==> config.mk <==
export PLATFORM = sky130hd
export DESIGN_NAME = accel_window_motion_detect
export DESIGN_NICKNAME = d
export VERILOG_FILES = /design/src/sv/awmd_pkg.sv /design/src/sv/accel_window_motion_detect.sv /design/src/sv/awmd_front.sv /design/src/sv/awmd_window.sv /design/src/sv/awmd_judge.sv
export SDC_FILE = /design/constraint.sdc
export NUM_CORES = 2
export LEC_CHECK = 0
export BUFFER_PORTS_ARGS = -buffer_cell sky130_fd_sc_hd__buf_2
export CAP_MARGIN = 20
export CORE_ASPECT_RATIO = 0.7
export CORE_MARGIN = 2
export CORE_UTILIZATION = 59
export CTS_BUF_LIST = sky130_fd_sc_hd__clkbuf_8
export DETAILED_ROUTE_END_ITERATION = 8
export PLACE_DENSITY = 0.76
export SLEW_MARGIN = 20
export SYNTH_ARGS = -nofsm -noshare
export SYNTH_HDL_FRONTEND = slang
export SYNTH_HIERARCHICAL = 1
export SYNTH_SLANG_ARGS = --single-unit
==> constraint.sdc <==
create_clock -name clock -period 8.3 [get_ports clock]
set_input_delay 1.66 -clock clock [delete_from_list [all_inputs] [get_ports clock]]
set_output_delay 1.66 -clock clock [all_outputs]
set_load 0.005 [all_outputs]
==> src/sv/awmd_pkg.sv <==
// ----------------------------------------------------------------------------
// awmd_pkg
// Shared types and constants of the window motion detector: register map,
// register widths and the packed register set.
// ----------------------------------------------------------------------------
`default_nettype none

package awmd_pkg;

   localparam int FREQ_W      = 5;
   localparam int THRESH_W    = 21;
   localparam int NOISE_W     = 18;
   localparam int CSR_INDEX_W = 3;
   localparam int CSR_DATA_W  = 21;
   localparam int RSP_TDATA_W = 8;

   localparam logic [NOISE_W-1:0] NOISE_RESET = NOISE_W'(10);

   typedef enum logic [CSR_INDEX_W-1:0] {
      REG_FREQ_THRESHOLD = 3'd0,
      REG_X_THRESHOLD    = 3'd1,
      REG_Y_THRESHOLD    = 3'd2,
      REG_Z_THRESHOLD    = 3'd3,
      REG_NOISE_LEVEL    = 3'd4
   } csr_index_type;

   typedef struct packed {
      logic [FREQ_W-1:0]   freq_threshold;
      logic [THRESH_W-1:0] x_threshold;
      logic [THRESH_W-1:0] y_threshold;
      logic [THRESH_W-1:0] z_threshold;
      logic [NOISE_W-1:0]  noise_level;
   } cfg_type;

endpackage

`default_nettype wire

==> src/sv/accel_window_motion_detect.sv <==
// ----------------------------------------------------------------------------
// accel_window_motion_detect
// Sliding window motion detector for a three-axis accelerometer stream.
//
//   channel  | direction | contents
//   req_*    | in        | tdata: x_sample, y_sample, z_sample
//   rsp_*    | out       | tdata: detected
//   csr_*    | in        | register writes, no read-back
//
// One word is accepted per cycle while the result side does not stall; its
// result passes the delta, window and result registers behind the input register.
// Throughput is set by the delta ring, one write and one read per cycle.
// Synchronous reset clears the pipeline and window sums and sets the registers
// to their reset values; the ring contents are left as they are and need no clearing pass.
// A stalled result holds every stage that is full; empty stages still fill.
// ----------------------------------------------------------------------------
`default_nettype none

module accel_window_motion_detect #(
   parameter int WINDOW_LEN  = 20,
   parameter int SAMPLE_BITS = 16
) (
   input  logic                                 clock,
   input  logic                                 reset,
   input  logic                                 req_tvalid,
   output logic                                 req_tready,
   // x_sample, y_sample, z_sample, zero fill
   input  logic [((3*SAMPLE_BITS+7)/8)*8-1:0]   req_tdata,
   output logic                                 rsp_tvalid,
   input  logic                                 rsp_tready,
   // detected, zero fill
   output logic [awmd_pkg::RSP_TDATA_W-1:0]     rsp_tdata,
   input  logic                                 csr_wr_en,
   input  logic [awmd_pkg::CSR_INDEX_W-1:0]     csr_index,
   input  logic [awmd_pkg::CSR_DATA_W-1:0]      csr_wdata
);
   import awmd_pkg::*;

   localparam int SB    = SAMPLE_BITS;
   localparam int CNT_W = $clog2(WINDOW_LEN);
   localparam int SUM_W = SB + CNT_W;
   localparam logic [FREQ_W-1:0] FREQ_SAT = FREQ_W'(WINDOW_LEN - 1);

   cfg_type cfg_ff, cfg_in;

   logic          d_valid, d_ready, d_pair;
   logic [SB-1:0] d_dx, d_dy, d_dz;
   logic          w_valid, w_ready, w_have_pair;
   logic [CNT_W-1:0] w_cnt;
   logic [SUM_W-1:0] w_sum_x, w_sum_y, w_sum_z;
   logic          detected;

   always_comb begin
      cfg_in = cfg_ff;
      if (csr_wr_en) begin
         unique case (csr_index)
            REG_FREQ_THRESHOLD: begin
               // saturate to the number of pairs in the window
               if (32'(csr_wdata[FREQ_W-1:0]) >= 32'(WINDOW_LEN)) begin
                  cfg_in.freq_threshold = FREQ_SAT;
               end else begin
                  cfg_in.freq_threshold = csr_wdata[FREQ_W-1:0];
               end
            end
            REG_X_THRESHOLD: cfg_in.x_threshold = csr_wdata[THRESH_W-1:0];
            REG_Y_THRESHOLD: cfg_in.y_threshold = csr_wdata[THRESH_W-1:0];
            REG_Z_THRESHOLD: cfg_in.z_threshold = csr_wdata[THRESH_W-1:0];
            REG_NOISE_LEVEL: cfg_in.noise_level = csr_wdata[NOISE_W-1:0];
            default: cfg_in = cfg_ff;
         endcase
      end
   end

   always_ff @(posedge clock) begin
      if (reset) begin
         cfg_ff.freq_threshold <= FREQ_SAT;
         cfg_ff.x_threshold    <= '0;
         cfg_ff.y_threshold    <= '0;
         cfg_ff.z_threshold    <= '0;
         cfg_ff.noise_level    <= NOISE_RESET;
      end else begin
         cfg_ff <= cfg_in;
      end
   end

   awmd_front #(
      .SAMPLE_BITS (SAMPLE_BITS)
   ) u_front (
      .clock     (clock),
      .reset     (reset),
      .in_valid  (req_tvalid),
      .in_ready  (req_tready),
      .in_x      (req_tdata[SB-1:0]),
      .in_y      (req_tdata[2*SB-1:SB]),
      .in_z      (req_tdata[3*SB-1:2*SB]),
      .out_valid (d_valid),
      .out_ready (d_ready),
      .out_pair  (d_pair),
      .out_dx    (d_dx),
      .out_dy    (d_dy),
      .out_dz    (d_dz)
   );

   awmd_window #(
      .WINDOW_LEN  (WINDOW_LEN),
      .SAMPLE_BITS (SAMPLE_BITS)
   ) u_window (
      .clock           (clock),
      .reset           (reset),
      .noise_level     (cfg_ff.noise_level),
      .in_valid        (d_valid),
      .in_ready        (d_ready),
      .in_pair         (d_pair),
      .in_dx           (d_dx),
      .in_dy           (d_dy),
      .in_dz           (d_dz),
      .out_valid       (w_valid),
      .out_ready       (w_ready),
      .out_have_pair   (w_have_pair),
      .out_noisy_count (w_cnt),
      .out_sum_x       (w_sum_x),
      .out_sum_y       (w_sum_y),
      .out_sum_z       (w_sum_z)
   );

   awmd_judge #(
      .WINDOW_LEN  (WINDOW_LEN),
      .SAMPLE_BITS (SAMPLE_BITS)
   ) u_judge (
      .clock          (clock),
      .reset          (reset),
      .cfg            (cfg_ff),
      .in_valid       (w_valid),
      .in_ready       (w_ready),
      .in_have_pair   (w_have_pair),
      .in_noisy_count (w_cnt),
      .in_sum_x       (w_sum_x),
      .in_sum_y       (w_sum_y),
      .in_sum_z       (w_sum_z),
      .out_valid      (rsp_tvalid),
      .out_ready      (rsp_tready),
      .out_detected   (detected)
   );

   assign rsp_tdata = RSP_TDATA_W'(detected);

endmodule

`default_nettype wire

==> src/sv/awmd_front.sv <==
// ----------------------------------------------------------------------------
// awmd_front
// Input register and pair delta stage: biases each sample to an ordered
// unsigned value and forms per-axis absolute differences to the previous one.
// ----------------------------------------------------------------------------
`default_nettype none

module awmd_front #(
   parameter int SAMPLE_BITS = 16
) (
   input  logic                   clock,
   input  logic                   reset,
   input  logic                   in_valid,
   output logic                   in_ready,
   input  logic [SAMPLE_BITS-1:0] in_x,
   input  logic [SAMPLE_BITS-1:0] in_y,
   input  logic [SAMPLE_BITS-1:0] in_z,
   output logic                   out_valid,
   input  logic                   out_ready,
   output logic                   out_pair,
   output logic [SAMPLE_BITS-1:0] out_dx,
   output logic [SAMPLE_BITS-1:0] out_dy,
   output logic [SAMPLE_BITS-1:0] out_dz
);
   import awmd_pkg::*;

   localparam int SB = SAMPLE_BITS;

   logic          s1_valid_ff, s1_valid_in;
   logic [SB-1:0] s1_x_ff, s1_y_ff, s1_z_ff;
   logic          s2_valid_ff, s2_valid_in;
   logic          s2_pair_ff;
   logic [SB-1:0] s2_dx_ff, s2_dy_ff, s2_dz_ff;
   logic          seen_ff;
   logic [SB-1:0] last_x_ff, last_y_ff, last_z_ff;
   logic          s2_take, s1_take;

   function automatic logic [SB-1:0] biased(input logic [SB-1:0] v);
      biased = {~v[SB-1], v[SB-2:0]};
   endfunction

   function automatic logic [SB-1:0] abs_diff(input logic [SB-1:0] a,
                                              input logic [SB-1:0] b);
      abs_diff = (a > b) ? (a - b) : (b - a);
   endfunction

   assign s2_take  = s1_valid_ff && (!s2_valid_ff || out_ready);
   assign s1_take  = in_valid && in_ready;
   assign in_ready = !s1_valid_ff || s2_take;

   always_comb begin
      s1_valid_in = s1_valid_ff;
      if (s1_take) begin
         s1_valid_in = 1'b1;
      end else if (s2_take) begin
         s1_valid_in = 1'b0;
      end
      s2_valid_in = s2_valid_ff;
      if (s2_take) begin
         s2_valid_in = 1'b1;
      end else if (out_ready) begin
         s2_valid_in = 1'b0;
      end
   end

   always_ff @(posedge clock) begin
      if (reset) begin
         s1_valid_ff <= 1'b0;
         s2_valid_ff <= 1'b0;
         seen_ff     <= 1'b0;
      end else begin
         s1_valid_ff <= s1_valid_in;
         s2_valid_ff <= s2_valid_in;
         if (s2_take) begin
            seen_ff <= 1'b1;
         end
      end
   end

   always_ff @(posedge clock) begin
      if (s1_take) begin
         s1_x_ff <= biased(in_x);
         s1_y_ff <= biased(in_y);
         s1_z_ff <= biased(in_z);
      end
      if (s2_take) begin
         s2_pair_ff <= seen_ff;
         s2_dx_ff   <= abs_diff(s1_x_ff, last_x_ff);
         s2_dy_ff   <= abs_diff(s1_y_ff, last_y_ff);
         s2_dz_ff   <= abs_diff(s1_z_ff, last_z_ff);
         last_x_ff  <= s1_x_ff;
         last_y_ff  <= s1_y_ff;
         last_z_ff  <= s1_z_ff;
      end
   end

   assign out_valid = s2_valid_ff;
   assign out_pair  = s2_pair_ff;
   assign out_dx    = s2_dx_ff;
   assign out_dy    = s2_dy_ff;
   assign out_dz    = s2_dz_ff;

endmodule

`default_nettype wire

==> src/sv/awmd_window.sv <==
// ----------------------------------------------------------------------------
// awmd_window
// Delta ring and running window state: once the ring is full, the oldest pair
// leaves the sums and the noisy count as the newest pair enters.
// ----------------------------------------------------------------------------
`default_nettype none

module awmd_window #(
   parameter int WINDOW_LEN  = 20,
   parameter int SAMPLE_BITS = 16
) (
   input  logic                                    clock,
   input  logic                                    reset,
   input  logic [awmd_pkg::NOISE_W-1:0]            noise_level,
   input  logic                                    in_valid,
   output logic                                    in_ready,
   input  logic                                    in_pair,
   input  logic [SAMPLE_BITS-1:0]                  in_dx,
   input  logic [SAMPLE_BITS-1:0]                  in_dy,
   input  logic [SAMPLE_BITS-1:0]                  in_dz,
   output logic                                    out_valid,
   input  logic                                    out_ready,
   output logic                                    out_have_pair,
   output logic [$clog2(WINDOW_LEN)-1:0]           out_noisy_count,
   output logic [SAMPLE_BITS+$clog2(WINDOW_LEN)-1:0] out_sum_x,
   output logic [SAMPLE_BITS+$clog2(WINDOW_LEN)-1:0] out_sum_y,
   output logic [SAMPLE_BITS+$clog2(WINDOW_LEN)-1:0] out_sum_z
);
   import awmd_pkg::*;

   localparam int SB     = SAMPLE_BITS;
   localparam int PAIRS  = WINDOW_LEN - 1;
   localparam int PTR_W  = (PAIRS > 1) ? $clog2(PAIRS) : 1;
   localparam int CNT_W  = $clog2(WINDOW_LEN);
   localparam int SUM_W  = SB + CNT_W;
   localparam int ENT_W  = 3 * SB + 1;
   localparam int DSUM_W = SB + 2;
   localparam int NZ_W   = (DSUM_W > NOISE_W) ? DSUM_W : NOISE_W;

   logic [ENT_W-1:0] ring_mem [PAIRS];
   logic [ENT_W-1:0] rd_ff;
   logic [PTR_W-1:0] ptr_ff, ptr_in;
   logic [CNT_W-1:0] pairs_ff, pairs_in;
   logic [CNT_W-1:0] cnt_ff, cnt_in;
   logic [SUM_W-1:0] sum_x_ff, sum_x_in, sum_y_ff, sum_y_in, sum_z_ff, sum_z_in;
   logic             valid_ff, valid_in;
   logic             take, update, full, noisy, drop_noisy;
   logic [DSUM_W-1:0] dsum;
   logic [ENT_W-1:0] wr_data;
   logic [SUM_W-1:0] old_x, old_y, old_z;

   assign in_ready = !valid_ff || out_ready;
   assign take     = in_valid && in_ready;
   assign update   = take && in_pair;
   assign full     = (pairs_ff == CNT_W'(PAIRS));

   assign dsum  = DSUM_W'(in_dx) + DSUM_W'(in_dy) + DSUM_W'(in_dz);
   assign noisy = NZ_W'(dsum) > NZ_W'(noise_level);
   assign wr_data = {noisy, in_dz, in_dy, in_dx};

   // oldest pair only counts once the ring is full
   assign old_x = full ? SUM_W'(rd_ff[SB-1:0])      : '0;
   assign old_y = full ? SUM_W'(rd_ff[2*SB-1:SB])   : '0;
   assign old_z = full ? SUM_W'(rd_ff[3*SB-1:2*SB]) : '0;
   assign drop_noisy = full && rd_ff[3*SB] && (cnt_ff != '0);

   always_comb begin
      ptr_in   = ptr_ff;
      pairs_in = pairs_ff;
      cnt_in   = cnt_ff;
      sum_x_in = sum_x_ff;
      sum_y_in = sum_y_ff;
      sum_z_in = sum_z_ff;
      if (update) begin
         ptr_in   = (ptr_ff == PTR_W'(PAIRS - 1)) ? '0 : ptr_ff + PTR_W'(1);
         pairs_in = full ? pairs_ff : pairs_ff + CNT_W'(1);
         cnt_in   = cnt_ff - CNT_W'(drop_noisy) + CNT_W'(noisy);
         sum_x_in = sum_x_ff - old_x + SUM_W'(in_dx);
         sum_y_in = sum_y_ff - old_y + SUM_W'(in_dy);
         sum_z_in = sum_z_ff - old_z + SUM_W'(in_dz);
      end
      valid_in = valid_ff;
      if (take) begin
         valid_in = 1'b1;
      end else if (out_ready) begin
         valid_in = 1'b0;
      end
   end

   always_ff @(posedge clock) begin
      if (reset) begin
         valid_ff <= 1'b0;
         ptr_ff   <= '0;
         pairs_ff <= '0;
         cnt_ff   <= '0;
         sum_x_ff <= '0;
         sum_y_ff <= '0;
         sum_z_ff <= '0;
      end else begin
         valid_ff <= valid_in;
         ptr_ff   <= ptr_in;
         pairs_ff <= pairs_in;
         cnt_ff   <= cnt_in;
         sum_x_ff <= sum_x_in;
         sum_y_ff <= sum_y_in;
         sum_z_ff <= sum_z_in;
      end
   end

   // read data always holds the entry at the next write address
   always_ff @(posedge clock) begin
      if (update) begin
         ring_mem[ptr_ff] <= wr_data;
      end
      if (update && (ptr_in == ptr_ff)) begin
         rd_ff <= wr_data;
      end else begin
         rd_ff <= ring_mem[ptr_in];
      end
   end

   assign out_valid       = valid_ff;
   assign out_have_pair   = (pairs_ff != '0);
   assign out_noisy_count = cnt_ff;
   assign out_sum_x       = sum_x_ff;
   assign out_sum_y       = sum_y_ff;
   assign out_sum_z       = sum_z_ff;

endmodule

`default_nettype wire

==> src/sv/awmd_judge.sv <==
// ----------------------------------------------------------------------------
// awmd_judge
// Threshold compare and result register.
// ----------------------------------------------------------------------------
`default_nettype none

module awmd_judge #(
   parameter int WINDOW_LEN  = 20,
   parameter int SAMPLE_BITS = 16
) (
   input  logic                                      clock,
   input  logic                                      reset,
   input  awmd_pkg::cfg_type                         cfg,
   input  logic                                      in_valid,
   output logic                                      in_ready,
   input  logic                                      in_have_pair,
   input  logic [$clog2(WINDOW_LEN)-1:0]             in_noisy_count,
   input  logic [SAMPLE_BITS+$clog2(WINDOW_LEN)-1:0] in_sum_x,
   input  logic [SAMPLE_BITS+$clog2(WINDOW_LEN)-1:0] in_sum_y,
   input  logic [SAMPLE_BITS+$clog2(WINDOW_LEN)-1:0] in_sum_z,
   output logic                                      out_valid,
   input  logic                                      out_ready,
   output logic                                      out_detected
);
   import awmd_pkg::*;

   localparam int CNT_W = $clog2(WINDOW_LEN);
   localparam int SUM_W = SAMPLE_BITS + CNT_W;
   localparam int CW    = (CNT_W > FREQ_W) ? CNT_W : FREQ_W;
   localparam int TW    = (SUM_W > THRESH_W) ? SUM_W : THRESH_W;

   logic valid_ff, valid_in;
   logic detected_ff;
   logic take, hit;

   assign in_ready = !valid_ff || out_ready;
   assign take     = in_valid && in_ready;

   assign hit = in_have_pair &&
                (CW'(in_noisy_count) >= CW'(cfg.freq_threshold)) &&
                (TW'(in_sum_x) >= TW'(cfg.x_threshold)) &&
                (TW'(in_sum_y) >= TW'(cfg.y_threshold)) &&
                (TW'(in_sum_z) >= TW'(cfg.z_threshold));

   always_comb begin
      valid_in = valid_ff;
      if (take) begin
         valid_in = 1'b1;
      end else if (out_ready) begin
         valid_in = 1'b0;
      end
   end

   always_ff @(posedge clock) begin
      if (reset) begin
         valid_ff <= 1'b0;
      end else begin
         valid_ff <= valid_in;
      end
   end

   always_ff @(posedge clock) begin
      if (take) begin
         detected_ff <= hit;
      end
   end

   assign out_valid    = valid_ff;
   assign out_detected = detected_ff;

endmodule

`default_nettype wire

==> After elaboration in Yosys (flattened, before gate mapping) <==
Memory sizes are Yosys's and may differ from the RTL's. A register that Yosys moved wholly into a read port is not among the register bits.
Cells that the tools add are included.
{ "op_classes": {"bitwise": 4, "n_lt_le_gt_ge": 9, "n_eq_ne": 6, "n_reduce_logical": 32, "n_mux": 19, "addsub": 18} }
{ "ops": {"columns": ["operator", "n"], "rows": [
  ["2-to-1 mux 16 bit", 6],
  ["subtractor 16 bit", 6],
  ["adder 21 x 16 -> 21 bit", 3],
  ["greater-or-equal comparator 21 bit", 3],
  ["subtractor 21 bit", 3],
  ["> comparator 16 bit", 3],
  ["adder 18 x 16 -> 18 bit", 1],
  ["> comparator 18 bit", 1],
  ["adder 16 x 16 -> 17 bit", 1],
  ["2-to-1 mux 5 bit", 3],
  ["AND reduction 2 bit", 6],
  ["logical AND 1 bit", 11],
  ["adder 5 x 1 -> 5 bit, second input constant", 2],
  ["== test 5 bit, second input constant", 2],
  ["2-to-1 mux 1 bit", 10],
  ["nonzero test 5 bit", 2],
  ["nonzero test 2 bit", 4],
  ["== test 3 x 2 -> 1 bit, second input constant", 2],
  ["adder 5 x 1 -> 5 bit", 1],
  ["greater-or-equal comparator 5 bit", 1],
  ["greater-or-equal comparator 5 bit, second input constant", 1],
  ["subtractor 5 x 1 -> 5 bit", 1],
  ["logical NOT 1 bit", 4],
  ["logical OR 1 bit", 4],
  ["other kinds (4)", 7]
]} }
{ "totals": {"memories": 1, "inputBits": 77, "register_bits": 315, "word_cells": 116, "mem_bits_rw": 931, "output_inout_bits": 10} }
{ "memory_table": {"columns": ["memory", "words", "word_bits", "read_ports", "rd_ports_with_merged_regs", "wr", "line", "source"], "rows": [
  ["u_window.ring_mem", 19, 49, 1, 1, 1, "awmd_window.sv:40", "logic [ENT_W-1:0] ring_mem [PAIRS];"]
]} }

==> Logic depth before layout (Yosys ltp) <==
{ "logic_depth": {"ltp_word": 8, "mapped_depth": 32, "mapped_depth_nobuf": 32} }

==> Hierarchy <==
The synthesis kept the hierarchy.
{ "modules_own_cells": {"columns": ["module", "area_per_inst_um2", "cells_each", "seq_area_each_um2", "n_inst"], "rows": [
  ["awmd_window", 46153.0, 3377, 30519.3, 1],
  ["awmd_front", 9293.9, 866, 4414.2, 1],
  ["accel_window_motion_detect", 3123.0, 391, 1721.7, 1],
  ["awmd_judge", 1751.7, 244, 50.0, 1]
]} }

==> Least setup slack after synthesis <==
OpenSTA, ideal clock, no wires.
{ "synth_timing": {"path_type": "input -> register", "startpoint": "input rsp_tready", "endpoint": "memory u_window/ring_mem[3][0] (netlist bit), enable pin", "arrival_time_ns": 7.287, "setup_time_ns": 0.577, "required_time_ns": 7.723, "path_slack_ns": 0.436, "path_stages": 8, "n_path_buf": 3, "cell_sequence": "nand2b_1 nor2b_2 inv_2 nand2_1 buf_2 clkbuf_1 buf_1 nor4_1"} }
{ "synth_via": {"elab_chain_len": 6} }
{ "synth_rtl": {"columns": ["item", "line", "source"], "rows": [
  ["from (decl)", "accel_window_motion_detect.sv:30", "input logic rsp_tready,"],
  ["logical OR 1 bit", "awmd_judge.sv:36", "assign in_ready = !valid_ff || out_ready;"],
  ["logical OR 1 bit", "awmd_window.sv:52", "assign in_ready = !valid_ff || out_ready;"],
  ["net d_ready", "accel_window_motion_detect.sv:46", "logic d_valid, d_ready, d_pair;"],
  ["logical AND 1 bit", "awmd_window.sv:53", "assign take = in_valid && in_ready;"],
  ["logical AND 1 bit", "awmd_window.sv:54", "assign update = take && in_pair;"],
  ["2-to-1 mux 1 bit", "awmd_window.sv:112", "if (update) begin"],
  ["2-to-1 mux 1 bit (not written as such)", "awmd_window.sv:113", "ring_mem[ptr_ff] <= wr_data;"],
  ["to (decl)", "awmd_window.sv:40", null]
]} }
The timed path passes the listed nets, and every way through them passes these cells.

==> Worst setup path in the final report <==
{ "layout_timing": {"startpoint": "register u_front.s2_dx_ff[1], in the netlist u_front/out_dx[1]", "endpoint": "register u_window.cnt_ff[4], in the netlist u_window/out_noisy_count[4]"} }
{ "layout_via": {"elab_chain_len": 4} }
{ "layout_rtl": {"columns": ["item", "line", "source"], "rows": [
  ["from (decl)", "awmd_front.sv:33", "logic [SB-1:0] s2_dx_ff, s2_dy_ff, s2_dz_ff;"],
  ["from (signal assigned)", "awmd_front.sv:88", "s2_dx_ff <= abs_diff(s1_x_ff, last_x_ff);"],
  ["adder 16 x 16 -> 17 bit", "awmd_window.sv:57", "assign dsum = DSUM_W'(in_dx) + DSUM_W'(in_dy) + DSUM_W'(in_dz);"],
  ["adder 18 x 16 -> 18 bit", "awmd_window.sv:57", null],
  ["> comparator 18 bit", "awmd_window.sv:58", "assign noisy = NZ_W'(dsum) > NZ_W'(noise_level);"],
  ["adder 5 x 1 -> 5 bit", "awmd_window.sv:77", "cnt_in = cnt_ff - CNT_W'(drop_noisy) + CNT_W'(noisy);"],
  ["to (signal assigned)", "awmd_window.sv:103", "cnt_ff <= cnt_in;"],
  ["to (decl)", "awmd_window.sv:44", "logic [CNT_W-1:0] cnt_ff, cnt_in;"]
]} }
Every way passes these cells.
A chain may end at the register's enable or synchronous reset.

==> results.yml <==
floorplan:
  core-area_mm2: 0.102
  die_x_um: 386
  start_util_pct: 59.3
  row_count: 98
  die-area_mm2: 0.105
  io_pins: 87
  die_h_um: 272
timing:
  fin_tns_setup_ns: 0
  post-route-min-period_ns: 6.63
  finalCritPeriodShare_pct: 79.8
  maxSlewViolCount: 0
  hold_viol_final: 0
  max_slew.worst_pin.slew_ns: 1.22
  max_freq_mhz: 151
  maxSlewHeadroom_pct: 18.4
  skew_ns: 0.0367
  rsz0062_at_grt: "false"
  finalSetupViolCount: 0
worst_setup_path:
  worstReg2RegStart: "u_front/out_dx[1]$_DFFE_PP_"
  cp-startpoint: "u_front/out_dx[1]$_DFFE_PP_"
  path_max_fanout: 20
  endpoint: "u_window/out_noisy_count[4]$_SDFFE_PP0P_"
  worstPathRequired_ns: 9.13
  cp-start-kind: "flip-flop"
  r2r_slack_ns: 1.67
  reg2reg_depth: 32
  slowest_stage: "edfxtp_1"
  reg2reg_to: "u_window/out_noisy_count[4]$_SDFFE_PP0P_"
  cpMostUsedCell: "inv_1"
  crit_arrival_ns: 7.46
  crit_type: "flip-flop to flip-flop"
  end_kind: "flip-flop"
  slowest_delay_ns: 0.73
global_routing:
  antenna_found_initial: 7
  grt_usage_pct: 30.5
  gr-total-overflow: 0
  grt_pass1_vias: 37372
  grt_pass1_wl_um: 236000
  grt_max_degree: 154
synthesis:
  synthArstFlopShare_pct: 0
  syn_area_per_cell_um2: 12.4
  synth-seq-cells: 1295
  synthesis.area_mm2: 0.0603
  seq_area_frac_synth_pct: 60.8
  yosysTopAreaCellShare_pct: 53.6
  synthTopCellsByArea: "edfxtp_1 (54%), dfxtp_1 (7.2%), ha_1 (5.6%)"
  yosysTopAreaCell: "edfxtp_1"
  netlist_instances: 4878
  synth_flop_cell: "edfxtp_1"
  synth_cell_types: 95
  synth_edf_count: 1077
  synth_warnings: 6
detailed_routing:
  first_pass_iters: 6
  drt-initial-drc-count: 5087
  drc: 0
  vias_per_cell: 6.17
  drt_wl_total_um: 160000
  dr_total_vias: 39954
  routedWlPerCell_um: 24.7
  ant_nets: 0
power_and_ir_drop:
  power.leakage_nw: 24.0
  powerDensity_mw_per_mm2: 217
  vdd_drop_max_mv: 0.137
  power_mw: 14.2
final_layout:
  multi_input_area_mm2: 0.0210
  finalNonFillerCells: 6474
  area_growth_pct: 8.73
  finish.instance_area_mm2: 0.0656
  nets: 5384
  seqCellArea_mm2: 0.0367
  drive_gt1_share_pct: 10.9
  nFillCells: 7439
hold_path:
  hold_path.class: "flip-flop to flip-flop"
  hp-start: "u_front/seen_ff$_SDFFE_PP0P_"
placement:
  placed_area_mm2: 0.0620
  hpwl_um: 94300
  port_buffers: 79
  gp_congestion: 0.939
  placedCellCount: 6129
clock_network:
  cts_setup_buffers: 0
  cts_root_buf: "clkbuf_8"
  cts.sinks: 1295
  cts_resized: 0
  worstSkewPairLatency_ns: 0.92
  path_clk_slew_ns: 0.06
  numCtsBuffers: 185
  cts-hold-fix-buffers: 0
  clock_path_buffers: 3
  htree_levels: 4
  tritoncts: "yes"
job:
  maxCapViolCount: 0
run_status:
  status: "complete, no violations"
## cell usage in the layout, fill, tap and decap left out, types with 42 or more instances in the layout
cell      instances
mux4_2           98
o21ai_0         111
inv_1           527
mux2i_1          83
nand4_1          85
nand3_1         130
a21o_1           62
dfxtp_1         218
a31oi_1          67
a21oi_1         288
buf_2            78
a211oi_1         74
xnor2_1          61
edfxtp_1       1077
clkbuf_8        209
buf_4            49
and2_1           59
fa_1             72
nand3b_1         60
ha_1            269
xor2_1           42
nor2_1          165
nand2_1         789
a221oi_1         42
## flip-flops by register name, summed over array words and instances (netlist names), 21 cells and up
name	flops
u_window/ring_mem	931
cfg_ff	86
u_window/rd_ff	49
u_window/out_sum_x	21
u_window/out_sum_y	21
u_window/out_sum_z	21
## final cells by class
type	count	share of cell area, %
Antenna cell	3	0.0114
Clock buffer	209	4.39
Clock inverter	133	1.13
Inverter	446	2.55
Multi-Input combinational cell	2906	32.1
Sequential cell	1295	56.0
Tap cell	1350	2.58
Timing Repair Buffer	132	1.31
## power by group
group	leakage, nW	internal (mW)	switching (mW)
clock network	2.17	2.45	2.50
registers	11.5	7.24	0.178
logic	10.3	0.717	1.14
## cells in the mapped netlist, drive strengths merged (69+ instances only)
cell type,n
edfxtp,1077
nand2,791
inv,445
a21oi,291
ha,269
dfxtp,218
nor2,169
clkbuf,138
nand3,131
o21ai,131
buf,99
mux4,98
nand4,87
mux2i,83
a211oi,77
fa,72
and2,69
## kinds of logic (layout without fill, tap and decap cells)
logic type | after synthesis | in the layout | synth area share (%)
multiplexers | 183 | 183 | 5.07
other | 1 | 10 | 0.00622
AND/OR/NAND/NOR | 1466 | 1466 | 11.3
XOR/XNOR | 103 | 103 | 1.50
adder cells (fa/ha/maj) | 341 | 341 | 7.97
flip-flops | 1295 | 1295 | 60.8
buffers and inverters | 683 | 920 | 4.68
AO/OA/AOI/OAI | 806 | 806 | 8.62
## layer usage
metal / share of wire (%) / wire (um) / global-route usage [%]
met5: 0 / 0 / 0
met4: 2.7 / 4340 / 9.62
met3: 14 / 22400 / 9.65
met2: 42 / 67200 / 42.6
met1: 41 / 66000 / 45.5
## critical path, delay by kind of cell, from the launching register on
kind | cells | cell delay, ns
compound gates | 11 | 1.97
xor+xnor | 2 | 0.28
fa+ha+maj | 7 | 2.15
buf+inv | 6 | 0.58
flops | 1 | 0.73
simple gates | 6 | 0.81
## worst min path at each step
stage	endpoint	slack, ns	cells past startpoint
after floorplan	u_front/out_pair$_DFFE_PP_	0.41	0
after global placement	u_front/out_pair$_DFFE_PP_	0.42	0
final	u_front/out_pair$_DFFE_PP_	0.43	0
after global routing	u_front/out_pair$_DFFE_PP_	0.45	0
after detailed placement	u_front/out_pair$_DFFE_PP_	0.42	0
after CTS	u_front/out_pair$_DFFE_PP_	0.43	0
## stage by stage
| step | hold slack, ns | setup slack (ns) | util [%] |
|---|---|---|---|
| 6_report | 0.433 | 1.67 | 64.4 |
| 3_5_place_dp | 0.419 | 1.82 | 60.9 |
| 4_1_cts | 0.434 | 1.79 | 64.4 |
| 2_1_floorplan | 0.409 | 0.436 | - |
| 5_1_grt | 0.445 | 1.22 | 64.4 |
| 3_3_place_gp | 0.415 | 1.81 | 60.9 |
(Power assumes the default switching activity.)
